[config.mk]
export PLATFORM = sky130hd
export DESIGN_NAME = pfbp_ctrl
export DESIGN_NICKNAME = d
export VERILOG_FILES = /design/src/rtl/pfbp_pkg.sv /design/src/rtl/pfbp_ctrl.sv
export SDC_FILE = /design/constraint.sdc
export NUM_CORES = 1
export LEC_CHECK = 0
export ABC_AREA = 1
export ABC_CLOCK_PERIOD_IN_PS = 1100
export BUFFER_PORTS_ARGS = -buffer_cell sky130_fd_sc_hd__buf_2
export CORE_AREA = 2 2 39 41
export CTS_BUF_LIST = sky130_fd_sc_hd__clkbuf_2 sky130_fd_sc_hd__clkbuf_4 sky130_fd_sc_hd__clkbuf_8
export CTS_CLUSTER_SIZE = 20
export DETAILED_ROUTE_END_ITERATION = 10
export DIE_AREA = 0 0 41 43
export GPL_TIMING_DRIVEN = 0
export PLACE_DENSITY = 0.41
export SETUP_SLACK_MARGIN = 0.3
export SLEW_MARGIN = 5
export SYNTH_ARGS = -nofsm -noshare
export SYNTH_HDL_FRONTEND = slang
export SYNTH_SLANG_ARGS = --single-unit
[constraint.sdc]
create_clock -name clk -period 1.1 [get_ports clk]
set_input_delay 0.11 -clock clk [delete_from_list [all_inputs] [get_ports clk]]
set_output_delay 0.11 -clock clk [all_outputs]
set_load 0.05 [all_outputs]
[src/rtl/pfbp_pkg.sv]
`timescale 1ns / 1ps
// ----------------------------------------------------------------------------
// pfbp_pkg: shared types and constants for the 2bpp framebuffer plotter
// Frame geometry, action codes, pixel masks and the controller/datapath
// command and status structs.
// ----------------------------------------------------------------------------
package pfbp_pkg;

	// frame geometry
	localparam int ROW_BYTES   = 160;
	localparam int ROW_COUNT   = 192;
	localparam int STORE_BYTES = ROW_BYTES * ROW_COUNT;
	localparam int ADDR_W      = $clog2(STORE_BYTES);

	typedef logic [1:0]        action_t;
	typedef logic [ADDR_W-1:0] addr_t;

	// action codes
	localparam action_t ACT_SET  = 2'd0;
	localparam action_t ACT_XOR  = 2'd1;
	localparam action_t ACT_RUN  = 2'd2;
	localparam action_t ACT_READ = 2'd3;

	// per-slot masks, slot 0 is bits 7..6
	localparam logic [7:0] KEEP_MASK [4] = '{8'h3F, 8'hCF, 8'hF3, 8'hFC};
	localparam logic [7:0] PIX_MASK  [4] = '{8'hC0, 8'h30, 8'h0C, 8'h03};

	// controller -> datapath
	typedef struct packed {
		logic load;      // latch a new item
		logic calc;      // form byte address, restart cursor on a first run
		logic rd;        // read the addressed byte
		logic wr_pix;    // write back the modified pixel byte
		logic run_step;  // write one run byte, advance cursor
		logic clr_step;  // clear one byte after reset
		logic finish;    // present the result
	} pfbp_cmd_t;

	// datapath -> controller
	typedef struct packed {
		action_t action;
		logic    clr_last;
		logic    count_zero;
	} pfbp_stat_t;

endpackage

[src/rtl/pfbp_ctrl.sv]
`timescale 1ns / 1ps
// ----------------------------------------------------------------------------
// pfbp_ctrl: plotter sequencer
// Runs the clearing sweep after reset, then steps each action through
// address, read, modify-write or run loop, and issues the result.
// ----------------------------------------------------------------------------
module pfbp_ctrl
	import pfbp_pkg::*;
(
	input  logic       clk,
	input  logic       arst_n,
	input  logic       start,
	input  pfbp_stat_t stat,
	output pfbp_cmd_t  cmd,
	output logic       busy
);

	localparam logic [2:0] ST_CLEAR = 3'd0;
	localparam logic [2:0] ST_IDLE  = 3'd1;
	localparam logic [2:0] ST_CALC  = 3'd2;
	localparam logic [2:0] ST_READ  = 3'd3;
	localparam logic [2:0] ST_MOD   = 3'd4;
	localparam logic [2:0] ST_RUN   = 3'd5;

	logic [2:0] state_q;
	logic [2:0] state_d;

	// next state and commands
	always_comb begin
		state_d = state_q;
		cmd     = '0;
		unique case (state_q)
			ST_CLEAR: begin
				cmd.clr_step = 1'b1;
				if (stat.clr_last) state_d = ST_IDLE;
			end
			ST_IDLE: begin
				if (start) begin
					cmd.load = 1'b1;
					state_d  = ST_CALC;
				end
			end
			ST_CALC: begin
				cmd.calc = 1'b1;
				state_d  = (stat.action == ACT_RUN) ? ST_RUN : ST_READ;
			end
			ST_READ: begin
				cmd.rd  = 1'b1;
				state_d = ST_MOD;
			end
			ST_MOD: begin
				cmd.wr_pix = (stat.action == ACT_SET) || (stat.action == ACT_XOR);
				cmd.finish = 1'b1;
				state_d    = ST_IDLE;
			end
			ST_RUN: begin
				if (stat.count_zero) begin
					cmd.finish = 1'b1;
					state_d    = ST_IDLE;
				end else begin
					cmd.run_step = 1'b1;
				end
			end
			default: begin
				state_d = ST_IDLE;
			end
		endcase
	end

	always_ff @(posedge clk or negedge arst_n) begin
		if (!arst_n) state_q <= ST_CLEAR;
		else         state_q <= state_d;
	end

	assign busy = (state_q != ST_IDLE);

endmodule

==> results.sh <==
export IMPL_net_count_of_the_mapped_netlist=46
export IMPL_finalCriticalPeriod_ps=1253
export IMPL_dieArea_um2=1763
export IMPL_cp_max_fo=4
export IMPL_reg2reg_from="state_q[0]"
export IMPL_critical_path_startpoint="state_q[0]"
export IMPL_timing_critical_path_cells="inv_4 -> nand2_4 -> nor3_4 -> buf_6"
export IMPL_max_flop_register="state_q"
export IMPL_tritoncts="built"
export IMPL_power_density_nw_per_um2=3209
export IMPL_routed_wire_length_per_instance_um=9.627
export IMPL_synth_warning_count=0
export IMPL_critPathBufInv=2
export IMPL_standard_cell_with_the_maximum_stage_delay_on_the_critical_path="dfrtp_2"
export IMPL_drv_slew=0
export IMPL_layout_core_utilization=0.4467
export IMPL_power_combinational_fraction=0.770
export IMPL_slew_limit_headroom=0.8755
export IMPL_synth_top_area_cell="dfrtp_1"
export IMPL_reg2reg_slack_ps=10
export IMPL_detail_route_antenna_nets=0
export IMPL_power_switching_fraction=0.5040
export IMPL_flow_area_growth_from_synthesis_pct=150.8
export IMPL_clock_power_share=0.106
export IMPL_dp_hpwl_um=556.1
export IMPL_avgSynthCellArea_um2=6.320
export IMPL_run_status="finished, violations left"
export IMPL_hold_path_depth=4
export IMPL_nNetsFinal=75
export IMPL_grt_ovfl_total=0
export IMPL_timing_final_crit_share=1.139
export IMPL_syn_area_um2=246.5
export IMPL_worst_hold_startpoint="start"
export IMPL_finalPower_mw=1.984
export IMPL_critPathCaptureType="output port"
export IMPL_antenna_cells=0
export IMPL_design_portCount=15
export IMPL_postSynthRegisterBits=3
export IMPL_finClkSkew_ps=0.4601
export IMPL_route_vias_total=338
export IMPL_htree_levels=1
export IMPL_clk_root_buffer_cell="clkbuf_4"
export IMPL_clock_sink_count=3
export IMPL_max_freq_mhz=798.2
export IMPL_path_depth=4
export IMPL_cell_count_of_the_worst_reg_to_reg_path=6
export IMPL_post_synth_num_cell_types=12
export IMPL_max_vdd_ir_drop_mv=1.280
export IMPL_worstHoldPathType="primary input to flip-flop"
export IMPL_detailedRoute_firstPassIterationCount=2
export IMPL_drc_errors=0
export IMPL_timing_final_hold_violations=0
export IMPL_largest_reg_flops=3
export IMPL_slowest_delay_ps=450
export IMPL_yosysTopAreaCellShare=0.3046
export IMPL_worst_skew_pair_late_latency_ps=230
export IMPL_power_sequential_fraction=0.124
export IMPL_cts_buffers=3
export IMPL_max_clock_path_buffers=2
export IMPL_grtUsageTotal=0.1038
export IMPL_dieWidth_um=41
export IMPL_cell_internal_power_mw=0.9840
export IMPL_place_gp_congestion=0.6961
export IMPL_syn_inst=39
export IMPL_cp_required_ps=990
export IMPL_setup_worst_path_start_class="flip-flop"
export IMPL_cp_arrival_ps=1140
export IMPL_grt_pass1_vias=313
export IMPL_hold_worst_slack_ps=191.4
export IMPL_crit_path_class="flip-flop to output port"
export IMPL_setup_slack_ps=-152.9
export IMPL_synth_seq_area_share=0.3046
export IMPL_power_static_leakage_nw=0.3072
export IMPL_initial_utilization=0.1781
export IMPL_placeableCoreArea_um2=1384
export IMPL_drive_gt1_frac=0.7015
export IMPL_netlist_top_cells_area="dfrtp_1 30%, nor2_1 17%, nand3_2 8.1%"
export IMPL_top_regs="state_q: 3 flops"
export IMPL_max_slew_worst_pin_slew_ps=186.1
export IMPL_antenna_found_initial=0
export IMPL_crit_family="flip-flops"
export IMPL_timing_final_setup_violations=8
export IMPL_fp_row_count=14
export IMPL_viasPerCell=4.072
export IMPL_unrepaired_setup_endpoints_after_global_routing="true"
export IMPL_fp_dieH_um=43
export IMPL_postRouteWirelength_um=799
export IMPL_grt_start_max_net_pins=7
export IMPL_max_cap_viol_count=0
export IMPL_grt_pass1_wl_um=1235
export IMPL_detailed_router_s_first_iteration_violation_count=3
export IMPL_numPortBuffers=14
export IMPL_worst_setup_hold_path_clk_slew_ps=30
export IMPL_net_switching_power_mw=0.9997
export IMPL_violations="negative setup slack"
## tightest hold or removal path: stages
cell and delay [ps]:
buf_2 90, nor2_1 40, nor2_1 70, o21ai_1 70
## path summary, 6_finish.rpt
path                                    to
worst max-delay path                cmd[3]
worst min-delay path            state_q[0]
worst max register to register  state_q[2]
worst min register to register  state_q[0]
max in group asynchronous       state_q[1]
min in group asynchronous       state_q[0]
## final cells by class
type,count,area [um^2]
Sequential cell,3,78.83
Clock buffer,4,30.03
Fill cell,143,765.7
Timing Repair Buffer,24,232.7
Multi-Input combinational cell,28,214.0
Inverter,8,42.54
Tap cell,16,20.02
## metrics by stage
stage	setup slack, ps	cells	setup TNS [ps]	area (um^2)
3_3_place_gp	-111.6	69	-594.8	411.6
6_report	-152.9	83	-1014	618.1
3_5_place_dp	-112.7	69	-573.7	411.6
2_1_floorplan	-121.8	39	-419.2	321.6
5_1_grt	-209.4	83	-1483	618.1
4_1_cts	-177.4	81	-1212	570.5
## repair_timing
item	in CTS	in global routing
pin swaps	6	2
hold buffers	1	0
resized for setup	22	6
cloned	0	0
setup buffers	7	2
setup endpoints to repair	11	11
hold endpoints to repair	3	0
## cells in the final DEF, fill, tap and decap left out
cell	n
nor2_1	8
buf_2	6
buf_6	6
buf_4	6
nor2_4	4
inv_1	4
clkbuf_4	4
buf_8	4
inv_4	3
nand3_1	3
dfrtp_2	3
nand2_4	2
nor2_2	2
nor3_4	2
nand2_1	2
clkinv_4	1
nand3_2	1
nand3_4	1
nand3b_1	1
o21ai_1	1
a21oi_2	1
dlygate4sd3_1	1
buf_12	1
## power groups by stage
| stage | combinational, mW | sequential (mW) | clock, mW |
|---|---|---|---|
| floorplan | 0.845 | 0.252 | 0 |
| global placement | 1.01 | 0.275 | 0 |
| detailed placement | 1.02 | 0.275 | 0 |
| CTS | 1.36 | 0.260 | 0.223 |
| global route | 1.62 | 0.254 | 0.225 |
| finish | 1.53 | 0.246 | 0.210 |
## per-layer routing
metal,global-route usage,share of wire
met4,0.06000,0
met2,0.1500,0.51
met5,0,0
met1,0.1466,0.45
met3,0.005236,0.036
## Yosys cell counts
cell and number:
a21oi_2 1, nand3_2 2, inv_2 4, nand3_1 3, nor3_1 2, nor2_1 11, dfrtp_1 3, nor2_2 3
nand2_1 4, nand3b_1 1, o21ai_1 1, inv_1 4
## cell families after synthesis
family	after synthesis	share of synthesized area
compound gates	2	0.05582
simple gates	26	0.5178
flops	3	0.3046
buf+inv	8	0.1218
Power figures use the tool's default switching activity.
